==> config.mk <==
export PLATFORM = sky130hd
export DESIGN_NAME = nal_annexb_framer
export DESIGN_NICKNAME = d
export VERILOG_FILES = /design/src/rtl/core/naf_pkg.sv /design/src/rtl/core/naf_front.sv /design/src/rtl/core/naf_queue.sv /design/src/rtl/core/naf_back.sv /design/src/rtl/core/nal_annexb_framer.sv
export SDC_FILE = /design/constraint.sdc
export NUM_CORES = 1
export LEC_CHECK = 0
export ABC_AREA = 0
export BUFFER_PORTS_ARGS = -buffer_cell sky130_fd_sc_hd__buf_4
export CAP_MARGIN = 20
export CORE_MARGIN = 3
export CORE_UTILIZATION = 50
export DETAILED_ROUTE_END_ITERATION = 6
export GPL_TIMING_DRIVEN = 0
export HOLD_SLACK_MARGIN = 0.15
export PLACE_DENSITY = 0.71
export SLEW_MARGIN = 20
export SYNTH_ARGS = -nofsm -noshare
export SYNTH_HDL_FRONTEND = slang
export SYNTH_SLANG_ARGS = --single-unit
==> constraint.sdc <==
create_clock -name aclk -period 7.3 [get_ports aclk]
set_input_delay 1.095 -clock aclk [delete_from_list [all_inputs] [get_ports aclk]]
set_output_delay 1.095 -clock aclk [all_outputs]
set_load 0.05 [all_outputs]
==> src/rtl/core/naf_pkg.sv <==
`timescale 1ns / 1ps
// ----------------------------------------------------------------------------
// naf_pkg
// Shared types and constants of the Annex B framer: NAL type codes, the
// emulation prevention byte and the framing command passed front to back.
// ----------------------------------------------------------------------------
package naf_pkg;

    localparam int QUEUE_DEPTH_DEF = 4;

    localparam logic [4:0] NAL_TYPE_MASK = 5'h1F;
    localparam logic [4:0] NAL_TYPE_SPS  = 5'd7;
    localparam logic [4:0] NAL_TYPE_PPS  = 5'd8;
    localparam logic [7:0] EP_BYTE       = 8'h03;
    localparam logic [7:0] EP_LIMIT      = 8'h03;
    localparam logic [7:0] SC_LAST_BYTE  = 8'h01;

    // One framing command describes every output byte caused by one item.
    typedef struct packed {
        logic                  sc_en;     // start code, header byte follows
        logic                  sc_long;   // four-byte start code
        logic                  pt_head;   // copy 00 00 00 01 unchanged
        logic [7:0]            hdr;       // NAL header byte
        logic [2:0][7:0]       pay;       // payload bytes, entry 0 first
        logic [1:0]            pay_cnt;   // number of payload bytes
        logic                  pay_ep;    // payload gets emulation prevention
        logic                  last;      // item ends the NAL
    } cmd_t;

endpackage

==> src/rtl/core/naf_front.sv <==
`timescale 1ns / 1ps
// ----------------------------------------------------------------------------
// naf_front
// Accepts raw NAL bytes, holds the first three bytes of a NAL and turns each
// item that causes output into a framing command for the output sequencer.
// ----------------------------------------------------------------------------
module naf_front
    import naf_pkg::*;
(
    input  logic       aclk,
    input  logic       aresetn,
    input  logic       s_tvalid,
    output logic       s_tready,
    input  logic [7:0] s_tdata,
    input  logic       s_tlast,
    input  logic [1:0] s_tuser,
    input  logic       q_full,
    output logic       q_push,
    output cmd_t       q_cmd
);

    logic [2:0][7:0] head_reg;
    logic [1:0]      hcnt_reg, hcnt_next;
    logic            pt_reg, pt_next;
    logic            lcp_reg, lcp_next;
    logic            accept;
    logic            first, pic;
    logic            lcp_eff;
    logic            has_out;
    logic [7:0]      hdr_sel;
    logic [4:0]      kind;

    assign s_tready = !q_full;
    assign accept   = s_tvalid && s_tready;
    assign first    = s_tuser[0];
    assign pic      = s_tuser[1];
    assign lcp_eff  = lcp_reg || (first && pic);
    assign hdr_sel  = first ? s_tdata : head_reg[0];
    assign kind     = hdr_sel[4:0] & NAL_TYPE_MASK;
    assign q_push   = accept && has_out;

    always_comb begin
        q_cmd         = '0;
        q_cmd.hdr     = hdr_sel;
        q_cmd.sc_long = lcp_eff || (kind == NAL_TYPE_SPS) || (kind == NAL_TYPE_PPS);
        q_cmd.last    = s_tlast;
        q_cmd.pay_ep  = 1'b1;
        has_out       = 1'b0;
        hcnt_next     = hcnt_reg;
        pt_next       = pt_reg;
        lcp_next      = lcp_eff;
        priority if (first) begin
            pt_next = 1'b0;
            if (s_tlast) begin
                has_out     = 1'b1;
                q_cmd.sc_en = 1'b1;
                hcnt_next   = 2'd0;
                lcp_next    = 1'b0;
            end else begin
                hcnt_next = 2'd1;
            end
        end else if (hcnt_reg == 2'd0) begin
            has_out       = 1'b1;
            q_cmd.pay[0]  = s_tdata;
            q_cmd.pay_cnt = 2'd1;
            q_cmd.pay_ep  = !pt_reg;
        end else if (hcnt_reg != 2'd3) begin
            hcnt_next = hcnt_reg + 2'd1;
            if (s_tlast) begin
                has_out       = 1'b1;
                q_cmd.sc_en   = 1'b1;
                q_cmd.pay[0]  = (hcnt_reg == 2'd1) ? s_tdata : head_reg[1];
                q_cmd.pay[1]  = s_tdata;
                q_cmd.pay_cnt = hcnt_reg;
                hcnt_next     = 2'd0;
                lcp_next      = 1'b0;
            end
        end else begin
            has_out   = 1'b1;
            hcnt_next = 2'd0;
            if (head_reg[0] == 8'h00 && head_reg[1] == 8'h00 &&
                head_reg[2] == 8'h00 && s_tdata == SC_LAST_BYTE) begin
                q_cmd.pt_head = 1'b1;
                pt_next       = 1'b1;
            end else begin
                q_cmd.sc_en   = 1'b1;
                q_cmd.pay[0]  = head_reg[1];
                q_cmd.pay[1]  = head_reg[2];
                q_cmd.pay[2]  = s_tdata;
                q_cmd.pay_cnt = 2'd3;
                pt_next       = 1'b0;
                lcp_next      = 1'b0;
            end
        end
    end

    always_ff @(posedge aclk) begin
        if (!aresetn) begin
            hcnt_reg <= 2'd0;
            pt_reg   <= 1'b0;
            lcp_reg  <= 1'b1;
        end else if (accept) begin
            hcnt_reg <= hcnt_next;
            pt_reg   <= pt_next;
            lcp_reg  <= lcp_next;
        end
    end

    always_ff @(posedge aclk) begin
        if (accept) begin
            if (first) begin
                head_reg[0] <= s_tdata;
            end else if (hcnt_reg == 2'd1 || hcnt_reg == 2'd2) begin
                head_reg[hcnt_reg] <= s_tdata;
            end
        end
    end

endmodule

==> src/rtl/core/naf_queue.sv <==
`timescale 1ns / 1ps
// ----------------------------------------------------------------------------
// naf_queue
// Short command queue between the classifier and the output sequencer.
// ----------------------------------------------------------------------------
module naf_queue
    import naf_pkg::*;
#(
    parameter int DEPTH = QUEUE_DEPTH_DEF
)
(
    input  logic aclk,
    input  logic aresetn,
    input  logic push,
    input  cmd_t push_cmd,
    output logic full,
    input  logic pop,
    output logic valid,
    output cmd_t cmd
);

    localparam int PW = (DEPTH > 1) ? $clog2(DEPTH) : 1;
    localparam int CW = $clog2(DEPTH + 1);
    localparam logic [PW-1:0] LAST_PTR = PW'(DEPTH - 1);
    localparam logic [CW-1:0] FULL_CNT = CW'(DEPTH);

    cmd_t          mem_reg [DEPTH];
    logic [PW-1:0] wr_reg, rd_reg;
    logic [CW-1:0] cnt_reg;
    logic          do_push, do_pop;

    assign full    = (cnt_reg == FULL_CNT);
    assign valid   = (cnt_reg != '0);
    assign cmd     = mem_reg[rd_reg];
    assign do_push = push && !full;
    assign do_pop  = pop && valid;

    always_ff @(posedge aclk) begin
        if (!aresetn) begin
            wr_reg  <= '0;
            rd_reg  <= '0;
            cnt_reg <= '0;
        end else begin
            if (do_push) begin
                wr_reg <= (wr_reg == LAST_PTR) ? '0 : wr_reg + 1'b1;
            end
            if (do_pop) begin
                rd_reg <= (rd_reg == LAST_PTR) ? '0 : rd_reg + 1'b1;
            end
            if (do_push && !do_pop) begin
                cnt_reg <= cnt_reg + 1'b1;
            end else if (do_pop && !do_push) begin
                cnt_reg <= cnt_reg - 1'b1;
            end
        end
    end

    always_ff @(posedge aclk) begin
        if (do_push) begin
            mem_reg[wr_reg] <= push_cmd;
        end
    end

endmodule

==> src/rtl/core/naf_back.sv <==
`timescale 1ns / 1ps
// ----------------------------------------------------------------------------
// naf_back
// Output sequencer: expands framing commands into start code, header and
// payload bytes, inserts emulation prevention bytes, and drives the output
// register.
// ----------------------------------------------------------------------------
module naf_back
    import naf_pkg::*;
(
    input  logic       aclk,
    input  logic       aresetn,
    input  logic       q_valid,
    input  cmd_t       q_cmd,
    output logic       q_pop,
    output logic       m_tvalid,
    input  logic       m_tready,
    output logic [7:0] m_tdata,
    output logic       m_tlast,
    output logic [1:0] m_tuser
);

    localparam logic [1:0] PH_SC  = 2'd0;
    localparam logic [1:0] PH_HDR = 2'd1;
    localparam logic [1:0] PH_PAY = 2'd2;
    localparam logic [1:0] PH_PT  = 2'd3;

    cmd_t       cmd_reg;
    logic       busy_reg;
    logic [1:0] phase_reg, phase_next;
    logic [1:0] pos_reg, pos_next;
    logic [1:0] idx_reg, idx_next;
    logic       epd_reg, epd_next;
    logic [1:0] zr_reg, zr_next;
    logic       m_valid_reg;
    logic [7:0] m_data_reg;
    logic       m_last_reg, m_ins_reg, m_lor_reg;

    logic [7:0] cur_byte, pay_byte;
    logic       cur_ins, cur_done;
    logic       adv, pop_slot;
    logic [1:0] start_phase, start_pos;

    assign pay_byte = cmd_reg.pay[idx_reg];
    assign adv      = busy_reg && (!m_valid_reg || m_tready);
    assign pop_slot = !busy_reg || (adv && cur_done);
    assign q_pop    = pop_slot && q_valid;

    assign m_tvalid = m_valid_reg;
    assign m_tdata  = m_data_reg;
    assign m_tlast  = m_last_reg;
    assign m_tuser  = {m_lor_reg, m_ins_reg};

    always_comb begin
        priority if (q_cmd.sc_en) begin
            start_phase = PH_SC;
            start_pos   = q_cmd.sc_long ? 2'd0 : 2'd1;
        end else if (q_cmd.pt_head) begin
            start_phase = PH_PT;
            start_pos   = 2'd0;
        end else begin
            start_phase = PH_PAY;
            start_pos   = 2'd0;
        end
    end

    always_comb begin
        cur_byte   = 8'h00;
        cur_ins    = 1'b0;
        cur_done   = 1'b0;
        phase_next = phase_reg;
        pos_next   = pos_reg;
        idx_next   = idx_reg;
        epd_next   = epd_reg;
        zr_next    = zr_reg;
        unique case (phase_reg)
            PH_SC: begin
                cur_byte = (pos_reg == 2'd3) ? SC_LAST_BYTE : 8'h00;
                cur_ins  = 1'b1;
                if (pos_reg == 2'd3) begin
                    phase_next = PH_HDR;
                end else begin
                    pos_next = pos_reg + 2'd1;
                end
            end
            PH_HDR: begin
                cur_byte = cmd_reg.hdr;
                zr_next  = 2'd0;
                if (cmd_reg.pay_cnt == 2'd0) begin
                    cur_done = 1'b1;
                end else begin
                    phase_next = PH_PAY;
                    idx_next   = 2'd0;
                    epd_next   = 1'b0;
                end
            end
            PH_PAY: begin
                if (cmd_reg.pay_ep && zr_reg == 2'd2 && pay_byte <= EP_LIMIT && !epd_reg) begin
                    cur_byte = EP_BYTE;
                    cur_ins  = 1'b1;
                    zr_next  = 2'd0;
                    epd_next = 1'b1;
                end else begin
                    cur_byte = pay_byte;
                    epd_next = 1'b0;
                    if (cmd_reg.pay_ep) begin
                        if (pay_byte != 8'h00) begin
                            zr_next = 2'd0;
                        end else if (zr_reg != 2'd2) begin
                            zr_next = zr_reg + 2'd1;
                        end
                    end
                    if (idx_reg == cmd_reg.pay_cnt - 2'd1) begin
                        cur_done = 1'b1;
                    end else begin
                        idx_next = idx_reg + 2'd1;
                    end
                end
            end
            PH_PT: begin
                cur_byte = (pos_reg == 2'd3) ? SC_LAST_BYTE : 8'h00;
                zr_next  = 2'd0;
                if (pos_reg == 2'd3) begin
                    cur_done = 1'b1;
                end else begin
                    pos_next = pos_reg + 2'd1;
                end
            end
        endcase
    end

    always_ff @(posedge aclk) begin
        if (!aresetn) begin
            busy_reg    <= 1'b0;
            phase_reg   <= PH_SC;
            pos_reg     <= 2'd0;
            idx_reg     <= 2'd0;
            epd_reg     <= 1'b0;
            zr_reg      <= 2'd0;
            m_valid_reg <= 1'b0;
        end else begin
            if (pop_slot) begin
                busy_reg <= q_valid;
            end
            if (q_pop) begin
                phase_reg <= start_phase;
                pos_reg   <= start_pos;
                idx_reg   <= 2'd0;
                epd_reg   <= 1'b0;
            end else if (adv) begin
                phase_reg <= phase_next;
                pos_reg   <= pos_next;
                idx_reg   <= idx_next;
                epd_reg   <= epd_next;
            end
            if (adv) begin
                zr_reg <= zr_next;
            end
            if (adv) begin
                m_valid_reg <= 1'b1;
            end else if (m_tready) begin
                m_valid_reg <= 1'b0;
            end
        end
    end

    always_ff @(posedge aclk) begin
        if (q_pop) begin
            cmd_reg <= q_cmd;
        end
        if (adv) begin
            m_data_reg <= cur_byte;
            m_ins_reg  <= cur_ins;
            m_lor_reg  <= cur_done;
            m_last_reg <= cur_done && cmd_reg.last;
        end
    end

    a_zero_run_sat: assert property (@(posedge aclk) disable iff (!aresetn)
        zr_reg != 2'd3)
        else $error("Zero run counter passed saturation.");

    a_pay_index: assert property (@(posedge aclk) disable iff (!aresetn)
        (busy_reg && phase_reg == PH_PAY) |-> (idx_reg < cmd_reg.pay_cnt))
        else $error("Payload index beyond the command's byte count.");

    a_ep_follows: assert property (@(posedge aclk) disable iff (!aresetn)
        (adv && phase_reg == PH_PAY && cur_ins) |=> (busy_reg && phase_reg == PH_PAY))
        else $error("Emulation prevention byte not followed by its payload byte.");

    a_eon_on_run_end: assert property (@(posedge aclk) disable iff (!aresetn)
        (m_valid_reg && m_last_reg) |-> m_lor_reg)
        else $error("End of NAL marked on a byte that does not end its item.");

endmodule

==> src/rtl/core/nal_annexb_framer.sv <==
`timescale 1ns / 1ps
// ----------------------------------------------------------------------------
// nal_annexb_framer
// H.264 NAL unit bytes in, Annex B byte stream out, with start code
// insertion and emulation prevention.
// ----------------------------------------------------------------------------
// The input side takes one item per cycle whenever the command queue has
// room; the output side delivers one byte per cycle while commands wait and
// the output is not stalled. An item causes up to 9 output bytes (a four-byte
// start code, the header, three payload bytes and one emulation prevention
// byte before the last of them), and an item that only stores a head byte
// causes no output. The queue holds QUEUE_DEPTH framing commands, so the input
// keeps running while start codes and inserted bytes go out. Between acceptance
// and output, the first byte of an item passes the command queue, the command
// register of the output sequencer and the output register.
module nal_annexb_framer
    import naf_pkg::*;
#(
    parameter int QUEUE_DEPTH = QUEUE_DEPTH_DEF
)
(
    input  logic       aclk,
    input  logic       aresetn,
    input  logic       s_tvalid,
    output logic       s_tready,
    input  logic [7:0] s_tdata,   // data_byte
    input  logic       s_tlast,   // last_of_nal
    input  logic [1:0] s_tuser,   // first_of_nal, first_of_picture
    output logic       m_tvalid,
    input  logic       m_tready,
    output logic [7:0] m_tdata,   // out_byte
    output logic       m_tlast,   // end_of_nal
    output logic [1:0] m_tuser    // inserted, last_of_run
);

    logic q_full, q_push, q_pop, q_valid;
    cmd_t push_cmd, head_cmd;

    naf_front u_front (
        .aclk     (aclk),
        .aresetn  (aresetn),
        .s_tvalid (s_tvalid),
        .s_tready (s_tready),
        .s_tdata  (s_tdata),
        .s_tlast  (s_tlast),
        .s_tuser  (s_tuser),
        .q_full   (q_full),
        .q_push   (q_push),
        .q_cmd    (push_cmd)
    );

    naf_queue #(
        .DEPTH (QUEUE_DEPTH)
    ) u_queue (
        .aclk     (aclk),
        .aresetn  (aresetn),
        .push     (q_push),
        .push_cmd (push_cmd),
        .full     (q_full),
        .pop      (q_pop),
        .valid    (q_valid),
        .cmd      (head_cmd)
    );

    naf_back u_back (
        .aclk     (aclk),
        .aresetn  (aresetn),
        .q_valid  (q_valid),
        .q_cmd    (head_cmd),
        .q_pop    (q_pop),
        .m_tvalid (m_tvalid),
        .m_tready (m_tready),
        .m_tdata  (m_tdata),
        .m_tlast  (m_tlast),
        .m_tuser  (m_tuser)
    );

endmodule
Word-level counts from Yosys, hierarchy flattened
Memories as Yosys holds them, arrays and structs flattened. A register that Yosys moved wholly into a read port is not among the register bits.
Index checks and enable logic that the tools add are counted.
Widths: inputs -> output; s select.
- register bits after elaboration: 93
- bits in writable memories: 156
- input port bits: 15
- output and inout bits: 13
- logic and storage cells: 214
- memories kept: 1
- memories (name ; words ; bits a word ; read ports ; clocked after Yosys merged registers in ; wr ports ; line ; source):
    u_queue.mem_reg ; 4 ; 39 ; 1 ; 1 ; 1 ; naf_queue.sv:27 ; cmd_t mem_reg [DEPTH];
- add/sub/neg operators: 9
- $lt $le $gt $ge: 4
- equality and inequality tests: 26
- multiplexer cells: 86
- bitwise operators: 2
- reductions and logical operators: 59
- operators with widths (operator ; count):
    $mux 8 ; 8
    $mux 2 ; 25
    $mux 18 ; 2
    $mux 1 ; 35
    $mux 27 ; 1
    $mux 26 ; 1
    $bwmux 24 ; 1
    $logic_not 8->1 ; 3
    $pmux 8 s3 ; 1
    $logic_and 1x1->1 ; 18
    $bmux 8 s2 ; 1
    $demux 8 s2 ; 1
    $mux 16 ; 1
    $ne 2x2->1 const B ; 8
    $eq 2x2->1 const B ; 7
    $reduce_bool 2->1 ; 7
    $add 2x1->2 const B ; 6
    $pmux 2 s2 ; 3
    $reduce_and 3->1 ; 4
    $mux 10 ; 1
    $eq 8x1->1 const B ; 1
    $le 8x2->1 const B ; 1
    $reduce_and 4->1 ; 2
    $reduce_bool 8->1 ; 1
    other kinds (25) ; 47

Logic depth before layout (Yosys ltp)
- depth after elaboration: 14
- gate-level depth with buffers: 13
- depth with buffers taken out: 13

By module
From an unflattened synthesis, not the netlist that was laid out.
- cell total of the unflattened synthesis: 614
- area, all modules: 10402.5 um^2
- by module, submodules not included (module ; instances ; cells each ; area an instance (um^2) ; sequential area each (um^2)):
    naf_queue ; 1 ; 254 ; 6094.6 ; 4864.7
    naf_back ; 1 ; 190 ; 2563.7 ; 1631.6
    naf_front ; 1 ; 170 ; 1744.2 ; 800.8

Worst setup path after synthesis
No wires, ideal clock.
- path type: input to register
- from: input port m_tready
- to: register u_queue.cnt_reg[2]
- data arrival time: 4064 ps
- data required time: 7224 ps
- slack: 3160 ps
- cell stages on the path: 11
- path buffers: 0
- path through: nand2b_1 > nand2_1 > nor4_1 > o21ai_2 > nand2_1 > inv_2 > ha_1 > fa_1 > xnor2_1 > or3_1 > a21boi_0
- cells in the longest elaborated chain, start to end: 9
- ends and longest elaborated chain (item ; line ; source):
    from (decl) ; nal_annexb_framer.sv:30 ; input logic m_tready,
    $logic_or 1x1->1 * ; naf_back.sv:45 ; assign adv = busy_reg && (!m_valid_reg || m_tready);
    $logic_and 1x1->1 * ; naf_back.sv:45 ;
    $logic_and 1x1->1 * ; naf_back.sv:46 ; assign pop_slot = !busy_reg || (adv && cur_done);
    $logic_or 1x1->1 * ; naf_back.sv:46 ;
    $logic_and 1x1->1 * ; naf_back.sv:47 ; assign q_pop = pop_slot && q_valid;
    via q_pop ; nal_annexb_framer.sv:36 ; logic q_full, q_push, q_pop, q_valid;
    $logic_and 1x1->1 * ; naf_queue.sv:36 ; assign do_pop = pop && valid;
    $logic_not 1->1 ; naf_queue.sv:50 ; if (do_push && !do_pop) begin
    $logic_and 1x1->1 ; naf_queue.sv:50 ;
    $mux 3 or $reduce_bool 2->1 (tied branches) ; -- ;
    to (signal assigned) ; naf_queue.sv:51 ; cnt_reg <= cnt_reg + 1'b1;
    to (signal assigned) ; naf_queue.sv:53 ; cnt_reg <= cnt_reg - 1'b1;
    to (decl) ; naf_queue.sv:29 ; logic [CW-1:0] cnt_reg;
Mark *: on every way through the listed nets, which the timed path passes. The rest lies on a longest branch.
A chain may end at the register's enable or synchronous reset.

Worst setup path in the final report
- from: register u_back.idx_reg[0]
- to: register u_queue.cnt_reg[2]
- cells in the longest elaborated chain, start to end: 14
- ends and longest elaborated chain (item ; line ; source):
    from (decl) ; naf_back.sv:32 ; logic [1:0] idx_reg, idx_next;
    from (signal assigned) ; naf_back.sv:153 ; idx_reg <= idx_next;
    $bmux 8 s2 ; naf_back.sv:44 ; assign pay_byte = cmd_reg.pay[idx_reg];
    $mux 8 (implied by the code) ; naf_back.sv:44 ;
    $le 8x2->1 ; naf_back.sv:98 ; if (cmd_reg.pay_ep && zr_reg == 2'd2 && pay_byte <= EP_LIMIT && !epd_reg) begin
    $logic_and 1x1->1 (2 in a row) ; naf_back.sv:98 ;
    $mux 1 * ; naf_back.sv:98 ;
    $pmux 1 s3 * ; naf_back.sv:76 ; unique case (phase_reg)
    $logic_and 1x1->1 * ; naf_back.sv:46 ;
    $logic_or 1x1->1 * ; naf_back.sv:46 ;
    $logic_and 1x1->1 * ; naf_back.sv:47 ;
    via q_pop ; nal_annexb_framer.sv:36 ;
    $logic_and 1x1->1 * ; naf_queue.sv:36 ;
    $logic_not 1->1 ; naf_queue.sv:50 ;
    $logic_and 1x1->1 ; naf_queue.sv:50 ;
    $mux 3 or $reduce_bool 2->1 (tied branches) ; -- ;
Mark *: on every way through the listed nets, which the timed path passes. The rest lies on a longest branch. The select of a mux whose other input is x is not followed.

==> metrics.txt <==
Post-CTS Setup Inserts=0; biggest area consumer among synthesized cells=edfxtp_1; Via density=5.731; vias in the first global route=5522; setup tns final=0 ns; EDFF count, synth=227; Worst-Margin Slew=1.014 ns; fin crit period=3.867 ns; Worst setup SP type=flip-flop; crit-path cells=clkbuf_1 > o2bb2ai_1 > or4_1 > o21ai_2 > nand2_2 > buf_16 > inv_2 > ha_1 > fa_1 > xnor2_1 > or3_1 > a21boi_0; GRT met2 Usage=0.3123; Die Area=0.02215 mm^2; synth cell count leaders=edfxtp_1 (227), mux4_2 (38), nor2_1 (35); syn avg cell area=17.00 um^2; Area Growth Syn to Fin=15.32%; Netlist cell types=55; Slew Limit Fails=0; layout cells sized above 1=0.2059; critical path class=reg2reg; final period utilization=0.5298; PostCTS Resize Cnt=0; Worst-path clk slew=0.06 ns; reg2reg setup slack=3.43 ns; crit path max fanout=22; 1st-iter DRT viols=350; gr usage total=0.1804; root buffer cell=clkbuf_16; Die Y=148.8 um; register bit count reported by yosys=251; post-synth top area share=0.6682; WL/cell=20.78 um; dpl cells=897; met3 usage=0.02826; Final GP Congestion=0.8646; nets=693; H-tree levels=1; Final Non-Filler Cells=945; CP Launch Point=u_back.idx_reg[0]; Synth area leaders=edfxtp_1 (67%), mux4_2 (8.4%), dfxtp_1 (4.7%), mux2i_1 (2.9%), ha_1 (2.1%); cell count after synthesis=600; max FFs per register=156; IO buf count=27; Starting Density=0.5157; Post-Syn Nets=633; clk sink count=251; TritonCTS clock tree=built; Die W=148.8 um; CTS Hold Bufs=0; Inserted Clock Buffers=26; worst path bufs/invs=3; DRC errors left=0; Top FF cell, synth=edfxtp_1; pwr/cell area=360.9 mW/mm^2; slowest stage cell, crit path=or4_1; sequential fraction of the synthesis area=0.7153; synthesized area=0.01020 mm^2; Final Hold Vio Count=0; initial antenna violation count=1; top-count cell post-synth=edfxtp_1; hpwl dp=13590 um; RSZ-0062 raised after global routing=no; Clock Skews=0.01069 ns; MaxCap Viol Count=0; global route total overflow=0; largest net degree at the start of global routing=25; # IOs=28; diode count=0; fmax=258.6 MHz; post-detailed-route count of antenna-violating nets=0; P_leak=3.870 nW; Rel. slew slack=0.3240; vias post-DR=5416; CTS Buffer Depth=3; GRT Max-Usage Layer=met2; Yosys warning total=0; DRT Wirelength=19640 um; R2R Path Start=u_back.idx_reg[0]; Hold Crit Class=reg2reg; core area=0.01978 mm^2; Placement Rows=51; WP data required=7.74 ns; worst stage delay on the critical path=0.63 ns; met1 Resource Use GR=0.2421; WP data arrival=4.31 ns; hold path start=u_back.zr_reg[0]; later-pin clock latency in the skew report=0.52 ns; critical path's top delay family=simple AND/OR/NAND/NOR gates; critical path endpoint category=flip-flop; status=complete, no violations; global-route wire length before repair=30610 um; DRT Pass-1 Iters=5; asr flop ratio synth=0; # setup viols final=0; worst vdd ir=193.5 uV
[layout by cell type (no fill, tap or decap), drive strengths merged, types with 17 or more instances in the layout]
cell    netlist  routed
ha           17      17
buf          11      43
o21ai        23      23
nand2        21      21
edfxtp      227     227
mux4         38      38
clkbuf       14      43
mux2i        30      30
inv          21      21
nor2         35      35
dfxtp        24      24
[layout make-up]
type	count	area (um^2)
Fill cell	1460	8018
Sequential cell	251	7297
Multi-Input combinational cell	303	2713
Clock buffer	29	683.2
Tap cell	265	331.6
Timing Repair Buffer	32	310.3
Clock inverter	19	230.2
Buffer	25	120.1
Inverter	21	78.83
[stage by stage]
step / cell area (um^2) / setup slack [ns] / util / total power, mW / hold slack [ns]
after global placement: 10740 / 2.518 / 0.5427 / 2.854 / 0.4450
final: 11760 / 3.433 / 0.5947 / 4.246 / 0.4910
after global routing: 11760 / 3.115 / 0.5947 / 4.436 / 0.5226
after floorplan: 10200 / 3.160 / - / 2.620 / 0.4328
after CTS: 11760 / 3.380 / 0.5947 / 4.280 / 0.4884
after detailed placement: 10850 / 3.213 / 0.5485 / 2.908 / 0.4797
[final timing paths]
kind / cells after the start / end
worst max-delay path: 12 / u_queue.cnt_reg[2]
worst min-delay path: 1 / u_back.zr_reg[0]
worst max register to register: 12 / u_queue.cnt_reg[2]
worst min register to register: 1 / u_back.zr_reg[0]
[cells by family (layout without fill, tap and decap cells)]
logic type,count (synthesis),after routing,synth area share
xor+xnor,5,5,0.004294
mux,76,76,0.1222
compound gates,73,73,0.04820
buf+inv,46,126,0.01950
simple gates,131,131,0.06771
fa+ha+maj,18,18,0.02281
flops,251,251,0.7153
[routing by layer]
layer / wire, um / part of all wire / up-vias
met5: 13 / 0.00066 / -
met4: 473 / 0.024 / 2
li1: - / - / 2489
met1: 8288 / 0.42 / 2723
met2: 9814 / 0.50 / 164
met3: 1046 / 0.053 / 38
[report_power, final]
group | total, mW | internal, mW | switching, mW | leakage, nW
Sequential | 1.95 | 1.86 | 0.0814 | 2.28
Clock | 1.37 | 0.850 | 0.520 | 0.439
Combinational | 0.929 | 0.380 | 0.549 | 1.15
[worst reg2reg max path: cells and delay by family (launching register included)]
family          cells  cell delay, ns
flops               1            0.35
xor+xnor            1            0.08
compound gates      3            0.75
fa+ha+maj           2            0.42
simple gates        3            1.27
buf+inv             3            0.93
Note: power is estimated with default switching activity, not from simulation.
